### src/design/ecie_pkg.sv
`default_nettype none

package ecie_pkg;

    // One input request: a byte of the Cues body and its end marker.
    typedef struct packed {
        logic [7:0] data_byte;
        logic       last_byte;
    } t_in_item;

    // One result request.
    typedef struct packed {
        logic [1:0]  status;
        logic [15:0] cue_index;
        logic [63:0] cue_time;
        logic [63:0] cluster_position;
    } t_out_item;

    // Result status codes.
    localparam logic [1:0] ST_CUE_DONE  = 2'd0;
    localparam logic [1:0] ST_NOT_CUE   = 2'd1;
    localparam logic [1:0] ST_ID_LONG   = 2'd2;
    localparam logic [1:0] ST_SIZE_LONG = 2'd3;

    // EBML element IDs of interest.
    localparam logic [7:0] ID_CUE_POINT   = 8'hBB;
    localparam logic [7:0] ID_CUE_TIME    = 8'hB3;
    localparam logic [7:0] ID_TRACK_GROUP = 8'hB7;
    localparam logic [7:0] ID_CLUSTER_POS = 8'hF1;

    // Fixed widths of the header counters and of the value registers.
    localparam int ID_LEFT_W   = 3;
    localparam int SIZE_LEFT_W = 4;
    localparam int VAL_W       = 64;

    // Parser phases, one-hot.
    typedef enum logic [5:0] {
        PH_ID_FIRST   = 6'b000001,
        PH_ID_MORE    = 6'b000010,
        PH_SIZE_FIRST = 6'b000100,
        PH_SIZE_MORE  = 6'b001000,
        PH_LEAF       = 6'b010000,
        PH_SKIP       = 6'b100000
    } t_phase;

    // Length of a variable-length integer from the leading zeros of its
    // first byte: 1 to 8, or 9 when the byte is zero.
    function automatic logic [3:0] vint_len(input logic [7:0] b);
        logic [3:0] n;
        logic       found;
        n     = 4'd9;
        found = 1'b0;
        for (int k = 7; k >= 0; k--) begin
            if (!found && b[k]) begin
                n     = 4'(8 - k);
                found = 1'b1;
            end
        end
        return n;
    endfunction

endpackage

`default_nettype wire

### src/design/ecie_pipe_reg.sv
`default_nettype none

// Single register stage with valid and ready; takes a new request whenever
// it is empty or its content leaves in the same cycle.
module ecie_pipe_reg #(
    parameter type T = logic [7:0]
) (
    input  wire  i_clk,
    input  wire  i_rst_n,
    input  wire  i_up_valid,
    output logic o_up_ready,
    input  T     i_up_data,
    output logic o_dn_valid,
    input  wire  i_dn_ready,
    output T     o_dn_data
);

    logic r_valid;
    logic n_valid;
    T     r_data;

    // Free when empty or when the held request is taken now.
    assign o_up_ready = !r_valid || i_dn_ready;

    always_comb begin
        n_valid = o_up_ready ? i_up_valid : r_valid;
    end

    always_ff @(posedge i_clk) begin
        if (!i_rst_n) begin
            r_valid <= 1'b0;
        end else begin
            r_valid <= n_valid;
        end
    end

    // Payload needs no reset.
    always_ff @(posedge i_clk) begin
        if (i_up_valid && o_up_ready) begin
            r_data <= i_up_data;
        end
    end

    assign o_dn_valid = r_valid;
    assign o_dn_data  = r_data;

endmodule

`default_nettype wire

### src/design/ecie_parser.sv
`default_nettype none

// EBML header and Cues parser: all state updates for one byte happen in the
// cycle in which i_step is high.
module ecie_parser
    import ecie_pkg::*;
#(
    parameter int MAX_ID_BYTES   = 4,
    parameter int MAX_SIZE_BYTES = 8,
    parameter int INDEX_BITS     = 16
) (
    input  wire       i_clk,
    input  wire       i_rst_n,
    input  wire       i_step,
    input  t_in_item  i_item,
    output logic      o_res_valid,
    output t_out_item o_res
);

    localparam int ID_W = 8 * MAX_ID_BYTES;

    t_phase                  r_phase, n_phase;
    logic [ID_W-1:0]         r_id, n_id;
    logic [ID_LEFT_W-1:0]    r_id_left, n_id_left;
    logic [VAL_W-1:0]        r_size, n_size;
    logic [SIZE_LEFT_W-1:0]  r_size_left, n_size_left;
    logic [VAL_W-1:0]        r_point, n_point;
    logic [VAL_W-1:0]        r_track, n_track;
    logic [VAL_W-1:0]        r_leaf, n_leaf;
    logic [VAL_W-1:0]        r_value, n_value;
    logic [VAL_W-1:0]        r_time, n_time;
    logic [VAL_W-1:0]        r_pos, n_pos;
    logic                    r_seen, n_seen;
    logic [INDEX_BITS-1:0]   r_count, n_count;
    logic                    r_stopped, n_stopped;

    logic [7:0]            b;
    logic [3:0]            len;
    logic                  d0, d1, d2;
    logic                  hdr_done;
    logic [VAL_W-1:0]      hdr_size;
    logic                  emit_cue;
    logic [INDEX_BITS-1:0] count_inc;
    logic [31:0]           count_wide;

    assign b          = i_item.data_byte;
    assign len        = vint_len(b);
    assign count_wide = 32'(r_count);

    // Nesting depth from the open parent counts.
    assign d0 = (r_point == '0);
    assign d1 = !d0 && (r_track == '0);
    assign d2 = !d0 && (r_track != '0);

    // Saturating cue counter.
    assign count_inc = (r_count != '1) ? r_count + 1'b1 : r_count;

    // Next state and result for one byte.
    always_comb begin
        n_phase     = r_phase;
        n_id        = r_id;
        n_id_left   = r_id_left;
        n_size      = r_size;
        n_size_left = r_size_left;
        n_point     = r_point;
        n_track     = r_track;
        n_leaf      = r_leaf;
        n_value     = r_value;
        n_time      = r_time;
        n_pos       = r_pos;
        n_seen      = r_seen;
        n_count     = r_count;
        n_stopped   = r_stopped;
        hdr_done    = 1'b0;
        hdr_size    = '0;
        emit_cue    = 1'b0;
        o_res_valid = 1'b0;
        o_res       = '0;

        if (i_step && !r_stopped) begin
            // Every byte inside a cue point counts against its open parents.
            if (!d0) begin
                n_point = r_point - 1'b1;
            end
            if (d2) begin
                n_track = r_track - 1'b1;
            end

            unique case (r_phase)
                PH_ID_FIRST: begin
                    if (d0 && b != ID_CUE_POINT) begin
                        o_res_valid      = 1'b1;
                        o_res.status     = ST_NOT_CUE;
                        o_res.cue_index  = count_wide[15:0];
                        n_stopped        = 1'b1;
                    end else if (len > 4'(MAX_ID_BYTES)) begin
                        o_res_valid      = 1'b1;
                        o_res.status     = ST_ID_LONG;
                        o_res.cue_index  = count_wide[15:0];
                        n_stopped        = 1'b1;
                    end else begin
                        if (d0) begin
                            n_time = '0;
                            n_pos  = '0;
                            n_seen = 1'b0;
                        end
                        n_id      = ID_W'(b);
                        n_id_left = ID_LEFT_W'(len - 4'd1);
                        n_phase   = (len != 4'd1) ? PH_ID_MORE : PH_SIZE_FIRST;
                    end
                end
                PH_ID_MORE: begin
                    n_id      = ID_W'({r_id, b});
                    n_id_left = r_id_left - 1'b1;
                    if (r_id_left == ID_LEFT_W'(1)) begin
                        n_phase = PH_SIZE_FIRST;
                    end
                end
                PH_SIZE_FIRST: begin
                    if (len > 4'(MAX_SIZE_BYTES)) begin
                        o_res_valid      = 1'b1;
                        o_res.status     = ST_SIZE_LONG;
                        o_res.cue_index  = count_wide[15:0];
                        n_stopped        = 1'b1;
                    end else begin
                        // Marker bit and leading zeros are cleared.
                        n_size      = VAL_W'(b & (8'hFF >> len));
                        n_size_left = SIZE_LEFT_W'(len - 4'd1);
                        if (len == 4'd1) begin
                            hdr_done = 1'b1;
                            hdr_size = n_size;
                        end else begin
                            n_phase = PH_SIZE_MORE;
                        end
                    end
                end
                PH_SIZE_MORE: begin
                    n_size      = {r_size[VAL_W-9:0], b};
                    n_size_left = r_size_left - 1'b1;
                    if (r_size_left == SIZE_LEFT_W'(1)) begin
                        hdr_done = 1'b1;
                        hdr_size = n_size;
                    end
                end
                PH_LEAF: begin
                    n_value = {r_value[VAL_W-9:0], b};
                    n_leaf  = r_leaf - 1'b1;
                    if (r_leaf == VAL_W'(1)) begin
                        if (r_id == ID_W'(ID_CUE_TIME)) begin
                            n_time = n_value;
                        end else if (r_id == ID_W'(ID_CLUSTER_POS)) begin
                            n_pos = n_value;
                        end
                        n_phase = PH_ID_FIRST;
                    end
                end
                PH_SKIP: begin
                    n_leaf = r_leaf - 1'b1;
                    if (r_leaf == VAL_W'(1)) begin
                        n_phase = PH_ID_FIRST;
                    end
                end
                default: begin
                    n_phase = PH_ID_FIRST;
                end
            endcase

            // Element header complete: open it, start a leaf or skip it.
            if (hdr_done) begin
                n_phase = PH_ID_FIRST;
                if (d0) begin
                    n_point = hdr_size;
                    n_track = '0;
                    if (hdr_size == '0) begin
                        emit_cue = 1'b1;
                    end
                end else if (d1 && r_id == ID_W'(ID_CUE_TIME)) begin
                    n_value = '0;
                    n_leaf  = hdr_size;
                    if (hdr_size == '0) begin
                        n_time = '0;
                    end else begin
                        n_phase = PH_LEAF;
                    end
                end else if (d1 && r_id == ID_W'(ID_TRACK_GROUP) && !r_seen) begin
                    n_seen  = 1'b1;
                    n_track = hdr_size;
                end else if (d2 && r_id == ID_W'(ID_CLUSTER_POS)) begin
                    n_value = '0;
                    n_leaf  = hdr_size;
                    if (hdr_size == '0) begin
                        n_pos = '0;
                    end else begin
                        n_phase = PH_LEAF;
                    end
                end else begin
                    n_leaf  = hdr_size;
                    n_phase = (hdr_size != '0) ? PH_SKIP : PH_ID_FIRST;
                end
            end

            // Parent ends: the cue point closes, or the track group closes.
            if (!n_stopped && !d0) begin
                if (r_point == VAL_W'(1)) begin
                    emit_cue = 1'b1;
                    n_track  = '0;
                    n_phase  = PH_ID_FIRST;
                end else if (d2 && r_track == VAL_W'(1)) begin
                    n_phase = PH_ID_FIRST;
                end
            end

            if (emit_cue) begin
                o_res_valid            = 1'b1;
                o_res.status           = ST_CUE_DONE;
                o_res.cue_index        = count_wide[15:0];
                o_res.cue_time         = n_time;
                o_res.cluster_position = n_pos;
                n_count                = count_inc;
            end
        end

        // The final byte returns the parser to its reset state.
        if (i_step && i_item.last_byte) begin
            n_phase     = PH_ID_FIRST;
            n_id        = '0;
            n_id_left   = '0;
            n_size      = '0;
            n_size_left = '0;
            n_point     = '0;
            n_track     = '0;
            n_leaf      = '0;
            n_value     = '0;
            n_time      = '0;
            n_pos       = '0;
            n_seen      = 1'b0;
            n_count     = '0;
            n_stopped   = 1'b0;
        end
    end

    // Parser state.
    always_ff @(posedge i_clk) begin
        if (!i_rst_n) begin
            r_phase     <= PH_ID_FIRST;
            r_id        <= '0;
            r_id_left   <= '0;
            r_size      <= '0;
            r_size_left <= '0;
            r_point     <= '0;
            r_track     <= '0;
            r_leaf      <= '0;
            r_value     <= '0;
            r_time      <= '0;
            r_pos       <= '0;
            r_seen      <= 1'b0;
            r_count     <= '0;
            r_stopped   <= 1'b0;
        end else begin
            r_phase     <= n_phase;
            r_id        <= n_id;
            r_id_left   <= n_id_left;
            r_size      <= n_size;
            r_size_left <= n_size_left;
            r_point     <= n_point;
            r_track     <= n_track;
            r_leaf      <= n_leaf;
            r_value     <= n_value;
            r_time      <= n_time;
            r_pos       <= n_pos;
            r_seen      <= n_seen;
            r_count     <= n_count;
            r_stopped   <= n_stopped;
        end
    end

endmodule

`default_nettype wire

### src/design/ebml_cue_index_extractor.sv
// Path: an accepted byte waits in the input register, then the parse logic writes
// any result it causes into the result register.
// Throughput: one byte per cycle, unless a held result is stalled by i_out_ready.
// Reset: synchronous, active low; clears both stage valid bits and all parse state.
// A byte marked last_byte returns the parser to its reset state after it is parsed.
`default_nettype none

module ebml_cue_index_extractor
    import ecie_pkg::*;
#(
    parameter int MAX_ID_BYTES   = 4,
    parameter int MAX_SIZE_BYTES = 8,
    parameter int INDEX_BITS     = 16
) (
    input  wire       i_clk,
    input  wire       i_rst_n,
    input  wire       i_in_valid,
    output logic      o_in_ready,
    input  t_in_item  i_in_data,
    output logic      o_out_valid,
    input  wire       i_out_ready,
    output t_out_item o_out_data
);

    logic      in_valid;
    t_in_item  in_item;
    logic      res_free;
    logic      step;
    logic      res_valid;
    t_out_item res;

    // Input register.
    ecie_pipe_reg #(
        .T (t_in_item)
    ) u_in_reg (
        .i_clk      (i_clk),
        .i_rst_n    (i_rst_n),
        .i_up_valid (i_in_valid),
        .o_up_ready (o_in_ready),
        .i_up_data  (i_in_data),
        .o_dn_valid (in_valid),
        .i_dn_ready (res_free),
        .o_dn_data  (in_item)
    );

    // A byte is parsed when the result register can take what it may produce.
    assign step = in_valid && res_free;

    ecie_parser #(
        .MAX_ID_BYTES   (MAX_ID_BYTES),
        .MAX_SIZE_BYTES (MAX_SIZE_BYTES),
        .INDEX_BITS     (INDEX_BITS)
    ) u_parser (
        .i_clk       (i_clk),
        .i_rst_n     (i_rst_n),
        .i_step      (step),
        .i_item      (in_item),
        .o_res_valid (res_valid),
        .o_res       (res)
    );

    // Result register.
    ecie_pipe_reg #(
        .T (t_out_item)
    ) u_out_reg (
        .i_clk      (i_clk),
        .i_rst_n    (i_rst_n),
        .i_up_valid (res_valid),
        .o_up_ready (res_free),
        .i_up_data  (res),
        .o_dn_valid (o_out_valid),
        .i_dn_ready (i_out_ready),
        .o_dn_data  (o_out_data)
    );

endmodule

`default_nettype wire

### config.mk
export PLATFORM = sky130hd
export DESIGN_NAME = ebml_cue_index_extractor
export DESIGN_NICKNAME = d
export VERILOG_FILES = /design/src/design/ecie_pkg.sv /design/src/design/ecie_pipe_reg.sv /design/src/design/ecie_parser.sv /design/src/design/ebml_cue_index_extractor.sv
export SDC_FILE = /design/constraint.sdc
export NUM_CORES = 2
export LEC_CHECK = 0
export BUFFER_PORTS_ARGS = -buffer_cell sky130_fd_sc_hd__buf_4
export CAP_MARGIN = 5
export CORE_AREA = 4 4 227 229
export CTS_CLUSTER_DIAMETER = 200
export DETAILED_ROUTE_END_ITERATION = 16
export DIE_AREA = 0 0 231 233
export PLACE_DENSITY = 0.78
export SLEW_MARGIN = 40
export SYNTH_ARGS = -nofsm -noshare
export SYNTH_HDL_FRONTEND = slang
export SYNTH_SLANG_ARGS = --single-unit
### constraint.sdc
create_clock -name i_clk -period 7.5 [get_ports i_clk]
set_input_delay 1.125 -clock i_clk [delete_from_list [all_inputs] [get_ports i_clk]]
set_output_delay 1.125 -clock i_clk [all_outputs]
set_load 0.01 [all_outputs]
# After elaboration in Yosys (flattened, before gate mapping)
# Cells that the tools add are included.
[totals]
register_bits = 660
latch_bits = 0
mem_bits_rw = 0
mem_bits_ro = 0
in_bits = 13
memories = 0
[classes]
n_addsub = 7
mul = 0
div_mod_pow = 0
order_cmp = 2
eq_ne = 21
shift = 1
muxes = 127
n_bitwise = 3
reduce_logical = 50
[op_table]
columns = ["cell", "count"]
rows = [
  ["64-bit two-way mux", 46],
  ["64-bit case mux with 2 select lines", 3],
  ["64-bit by 1-bit == test with 1-bit output, second input constant", 3],
  ["64-bit zero test", 3],
  ["64-bit by 1-bit subtractor with 64-bit output, second input constant", 3],
  ["144-bit two-way mux", 1],
  ["64-bit nonzero test", 2],
  ["56-bit case mux with 2 select lines", 1],
  ["32-bit by 8-bit == test with 1-bit output, second input constant", 3],
  ["6-bit two-way mux", 15],
  ["8-bit by 64-bit AND with 64-bit output", 1],
  ["32-bit two-way mux", 2],
  ["32-bit case mux with 2 select lines", 1],
  ["8-bit by 4-bit right shift with 64-bit output, first input constant", 1],
  ["56-bit two-way mux", 1],
  ["18-bit two-way mux", 3],
  ["4-bit two-way mux", 9],
  ["18-bit case mux with 2 select lines", 1],
  ["1-bit two-way mux", 34],
  ["6-bit case mux with 5 select lines", 1],
  ["1-bit logical AND", 21],
  ["16-bit by 1-bit adder with 16-bit output, second input constant", 1],
  ["16-bit inequality test, second input constant", 1],
  ["1-bit zero test", 13],
  ["other kinds (27)", 41],
]

# Logic depth before layout (Yosys ltp)
[depth]
depth_word = 38
depth_mapped = 17
ltp_nobuf = 13

# By module
# A second synthesis with hierarchy kept.
[unflattened]
hier_cells = 3341
area_unflattened_um2 = 29972.5
[modules_own_cells]
columns = ["module", "instances", "cells_per_inst", "area_each_um2", "seq_area_each_um2"]
rows = [
  ["ecie_parser", 1, 3175, 25196.7, 9909.5],
  ["ecie_pipe_reg at u_out_reg", 1, 151, 4441.8, 4404.2],
  ["ecie_pipe_reg at u_in_reg", 1, 14, 327.8, 290.3],
  ["ebml_cue_index_extractor", 1, 1, 6.3, 0.0],
]

# Least setup slack after synthesis
# Ideal clock, no wire load.
[synth_path]
path_type = "flip-flop to flip-flop"
startpoint = "register u_parser.r_point[12]"
endpoint = "register u_out_reg.r_data (netlist bit u_out_reg.o_dn_data[0]), enable pin"
setup_ns = 0.442
t_arrival_ns = 4.952
t_required_ns = 7.058
path_slack_ns = 2.106
path_stages_with_launch = 11
path_buffers = 4
period_less_slack_ns = 5.394
cell_sequence = "dfxtp_1 or4_1 buf_2 or3_1 clkbuf_2 or4b_4 or3_4 o41ai_2 buf_4 o31a_1 buf_2"
[synth_between]
elab_chain_cells = 12
word_cells_on_any_way = 19
classes_between = "1 x eq/ne; 12 x mux; 6 x reduce/logical"
[synth_rtl]
columns = ["element", "line", "rtl"]
rows = [
  ["start, declared", "ecie_parser.sv:27", "logic [VAL_W-1:0] r_point, n_point;"],
  ["start signal, assigned", "ecie_parser.sv:265", "r_point <= n_point;"],
  ["64-bit zero test", "ecie_parser.sv:51", "assign d0 = (r_point == '0);"],
  ["1-bit logical AND", "ecie_parser.sv:91", "if (d0 && b != ID_CUE_POINT) begin"],
  ["1-bit two-way mux", "ecie_parser.sv:91", ""],
  ["1-bit case mux with 2 select lines", "ecie_parser.sv:89", "unique case (r_phase)"],
  ["1-bit two-way mux", "ecie_parser.sv:80", "if (i_step && !r_stopped) begin"],
  ["1-bit zero test", "ecie_parser.sv:203", "if (!n_stopped && !d0) begin"],
  ["1-bit logical AND", "ecie_parser.sv:203", ""],
  ["1-bit two-way mux", "ecie_parser.sv:203", ""],
  ["1-bit two-way mux", "ecie_parser.sv:80", ""],
  ["1-bit two-way mux (*)", "ecie_parser.sv:213", "if (emit_cue) begin"],
  ["1-bit two-way mux (*)", "ecie_parser.sv:80", ""],
  ["1-bit logical AND (*)", "ecie_pipe_reg.sv:39", "if (i_up_valid && o_up_ready) begin"],
  ["end signal, assigned", "ecie_pipe_reg.sv:40", "r_data <= i_up_data;"],
  ["end, declared", "ecie_pipe_reg.sv:20", "T r_data;"],
]
# Mark *: on every way between the ends. The rest lies on a longest branch, timed or not. The select of a mux whose other input is x is not followed.
# A chain may end at the register's enable or synchronous reset.

# Worst setup path after layout
[layout_path]
startpoint = "register u_parser.r_point[0]"
endpoint = "register u_parser.r_track[18]"
[layout_between]
elab_chain_cells = 11
word_cells_on_any_way = 21
classes_between = "1 x eq/ne; 10 x mux; 10 x reduce/logical"
[layout_rtl]
columns = ["element", "line", "rtl"]
rows = [
  ["64-bit zero test", "ecie_parser.sv:51", ""],
  ["1-bit zero test", "ecie_parser.sv:52, ecie_parser.sv:53, ecie_parser.sv:203", ""],
  ["1-bit logical AND", "ecie_parser.sv:52", "assign d1 = !d0 && (r_track == '0);"],
  ["1-bit logical AND (2 in series)", "ecie_parser.sv:185", "end else if (d1 && r_id == ID_W'(ID_TRACK_GROUP) && !r_seen) begin"],
  ["64-bit two-way mux", "ecie_parser.sv:185", ""],
  ["64-bit two-way mux", "ecie_parser.sv:177", "end else if (d1 && r_id == ID_W'(ID_CUE_TIME)) begin"],
  ["64-bit two-way mux", "ecie_parser.sv:171", "if (d0) begin"],
  ["64-bit two-way mux", "ecie_parser.sv:169", "if (hdr_done) begin"],
  ["64-bit two-way mux", "ecie_parser.sv:204", "if (r_point == VAL_W'(1)) begin"],
  ["64-bit two-way mux (*)", "ecie_parser.sv:203", ""],
  ["end signal, assigned", "ecie_parser.sv:266", "r_track <= n_track;"],
  ["end, declared", "ecie_parser.sv:28", "logic [VAL_W-1:0] r_track, n_track;"],
]
# Marked as above.

==> impl_results.md <==
- Status: finished, final reports clean
- Ys async rst share: 0
- Clk root buf: clkbuf_16
- Layout Cells excl Fill: ~4,000
- WP buf/inv: 2
- Initial Utilization: 0.591
- Final nets: about 3,300
- Initial drt markers: between 4,000 and 5,000
- Vias in the first global route: about 26,000
- N_diodes: 0
- Worst Hold Class: reg -> reg
- Initial DRT Pass Iterations: 6
- WL per Instance: roughly 25 µm
- RSZ-0062 raised after global routing: no
- Crit path max-delay cell type: or3_1
- DIE AREA: ~0.054 mm²
- Crit path launch type: register
- Final setup viols: 0
- Synth Register Bits: ~650
- TritonCTS buffer count: 70
- CP Capture Type: register
- Seq/Total Area, Yosys: 0.497
- Design area: ~0.034 mm²
- Worst-Margin Slew: 0.955 ns
- Io pins: between 150 and 200
- Hold Vio Cnt, Final: 0
- CTS tree: yes
- H-tree depth: 3
- Die Ht: roughly 230 µm
- Lkg Pwr: 11.7 nW
- Share of cells above drive strength 1: 0.122
- # rows: 82
- Slew HR: 0.357
- Min cycle time layout: approximately 4.9 ns
- Clock sinks: 652
- Syn Std Cell Area: around 0.029 mm²
- Syn nets: around 3,300
- Post-Route Utilization: 0.678
- Clk Latency, worst-skew pair: 0.63 ns
- Seq pwr share: 0.280
- GR Util All Layers: 0.356
- PwrDens: between 400 and 500 mW/mm²
- Syn_area_per_cell: between 9 and 10 µm²
- DR vias/cell: roughly 7.0
- First-pass GRT wire length: 153,000 µm
- Clock power share: 0.219
- Post-synth EDFFs: between 150 and 200
- Post-DP HPWL: 65,200 µm
- Max Freq: about 200 MHz
- MaxCap Viol Count: 0
- Antenna viol nets, final: 0
- Placed cells: ~3,900
- CP cell instances: inv_1 > ha_1 > nor3b_1 > and3_1 > and3_1 > nand2_1 > a21oi_2 > or3_1 > buf_4 > a21oi_1 > a211o_1
- Via count: 28,142
- Layout Skew: roughly 0.023 ns
- Post-synthesis cell count: 3,254
- Arr. time, crit path: between 5 and 6 ns
- Slew Limit Fails: 0
- Fin crit share: 0.656
- Post-CTS setup buffers: 0
- Synthesis Warnings: 0
- Initial antenna violation count: 0
- Post-CTS Hold Buffers: 0
- Worst setup path class: reg -> reg
- GRT overflow: 0
- Routability cong.: approximately 1
- CP max FO: 19
- Core ar.: approximately 0.050 mm²
- Logic pwr share: 0.502
- Post-CTS sizing: 0
- Die Width: 231 µm
- CP peak stage delay: 0.77 ns
- Critical Path Most Common Cell: and3_1
- Net Sw Frac: 0.454
- Synth Flop Type: dfxtp_1
- Setup TNS: 0 ns
- Largest net degree at the start of global routing: ~160
- Maximum clock path buffer count: 3
- Synth unique cells: just under 80
- Psw: ~7.5 mW
- PortBufs: 160
- Area grow syn2layout: 14.7%
- Maximum vdd drop: slightly below 600 µV
- Total Wirelength: 99,900 µm
- Post-DP Area: between 0.03 and 0.04 mm²
- Drt drc: 0
- P_int: approximately 9 mW
- Clock slew at reported path FFs: approximately 0.060 ns
- Crit path required time: 8.01 ns
- Critical path's top delay family: simple AND/OR/NAND/NOR gates
worst paths after layout:
path	from	end	slack, ns	depth (start not counted)
min	u_parser.r_point[55]$_SDFFE_PP0P_	u_parser.r_point[55]$_SDFFE_PP0P_	0.47	2
max	u_parser.r_point[0]$_SDFFE_PP0P_	u_parser.r_track[18]$_SDFFE_PP0P_	2.58	11
min reg2reg	u_parser.r_point[55]$_SDFFE_PP0P_	u_parser.r_point[55]$_SDFFE_PP0P_	0.47	2
max reg2reg	u_parser.r_point[0]$_SDFFE_PP0P_	u_parser.r_track[18]$_SDFFE_PP0P_	2.58	11
layout by cell type (no fill, tap or decap), drive strengths merged, types with 18 or more instances in the layout:
cell	synthesis	layout
a21oi	204	204
nand2b	21	21
or4	36	36
xor2	21	21
and2	29	29
buf	29	220
nor3	96	96
a22oi	163	163
o211ai	32	32
edfxtp	155	155
clkinv	0	18
inv	38	44
a211oi	21	21
nor4	81	81
nor2	358	358
clkbuf	221	93
nand3	142	142
and3	23	23
or2	20	20
nand4	36	36
a22o	212	212
o22ai	66	66
or3	42	42
a32oi	23	23
nand2	282	282
dfxtp	497	497
o21ai	183	183
a31oi	18	18
power groups by stage:
stage | sequential (mW) | clock (mW) | combinational, mW
floorplan | 4.63 | 0 | 5.37
global placement | 4.70 | 0 | 7.53
detailed placement | 4.66 | 0 | 7.83
CTS | 4.59 | 3.65 | 7.88
global route | 4.67 | 3.80 | 8.85
finish | 4.62 | 3.62 | 8.29
per-layer routing:
| metal | share of wire | track usage | wire length (µm) | vias up |
|---|---|---|---|---|
| met5 | 0 | 0 | 0 | - |
| met4 | 0.075 | 0.234 | 7460 | 0 |
| met3 | 0.10 | 0.0660 | 9970 | 415 |
| met2 | 0.45 | 0.556 | 45100 | 1862 |
| met1 | 0.37 | 0.453 | 37400 | 13493 |
| li1 | - | - | - | 12372 |
registers in the layout, indices dropped and copies added (netlist names):
| signal | cells |
|---|---|
| u_in_reg.o_dn_data | 9 |
| u_in_reg.o_dn_valid | 1 |
| u_out_reg.o_dn_data | 146 |
| u_out_reg.o_dn_valid | 1 |
| u_parser.r_count | 16 |
| u_parser.r_id | 32 |
| u_parser.r_id_left | 3 |
| u_parser.r_leaf | 64 |
| u_parser.r_phase | 6 |
| u_parser.r_point | 64 |
| u_parser.r_pos | 64 |
| u_parser.r_seen | 1 |
| u_parser.r_size | 56 |
| u_parser.r_size_left | 4 |
| u_parser.r_stopped | 1 |
| u_parser.r_time | 64 |
| u_parser.r_track | 64 |
| u_parser.r_value | 56 |
metrics by stage:
| stage | hold slack (ns) | power, mW | worst slack, ns |
|---|---|---|---|
| global route | 0.489 | 17.3 | 2.49 |
| floorplan | 0.431 | 10.0 | 2.11 |
| detailed placement | 0.454 | 12.5 | 2.81 |
| global placement | 0.444 | 12.2 | 2.14 |
| CTS | 0.469 | 16.1 | 2.80 |
| finish | 0.471 | 16.5 | 2.58 |
area by class of cell:
class | count | area (µm²)
Inverter | 38 | 143
Tap cell | 672 | 841
Multi-Input combinational cell | 2314 | 13900
Timing Repair Buffer | 220 | 1750
Clock buffer | 93 | 1950
Sequential cell | 652 | 14600
Clock inverter | 31 | 454
Fill cell | 3929 | 16000
worst min-delay path, delay by kind of cell, from the launching register on:
family         cells  cell delay (ns)
flip-flops         1             0.30
AO/OA/AOI/OAI      2             0.12
kinds of logic (layout without fill, tap and decap cells):
kind of cell / Yosys count / in the layout / share of synthesized area
and+or+nand+nor: 1220 / 1220 / 0.202
AOI/OAI and AO/OA: 1039 / 1039 / 0.245
DFF: 652 / 652 / 0.497
buffers and inverters: 288 / 382 / 0.0377
xor gates and xnor gates: 36 / 36 / 0.0107
adders and majority gates: 16 / 16 / 0.00682
muxes: 3 / 3 / 0.00107
cells in the mapped netlist, types with 21 or more instances:
cell type / instances / area (µm²)
nor3_1: 96 / 480
o22ai_1: 66 / 413
a22o_1: 212 / 1860
edfxtp_1: 155 / 4650
a22oi_1: 163 / 1220
a211oi_1: 21 / 158
nor2_1: 358 / 1340
a32oi_1: 23 / 201
dfxtp_1: 497 / 9950
clkbuf_1: 220 / 826
and2_1: 28 / 175
nand2_1: 281 / 1050
a21oi_1: 204 / 1020
o21ai_0: 181 / 906
nand3_1: 142 / 711
xor2_1: 21 / 184
nand4_1: 36 / 225
inv_1: 38 / 143
and3_1: 23 / 144
or3_1: 41 / 257
o211ai_1: 32 / 240
or4_1: 36 / 270
nand2b_1: 21 / 131
nor4_1: 79 / 494
Note: power is estimated with default switching activity, not from simulation.
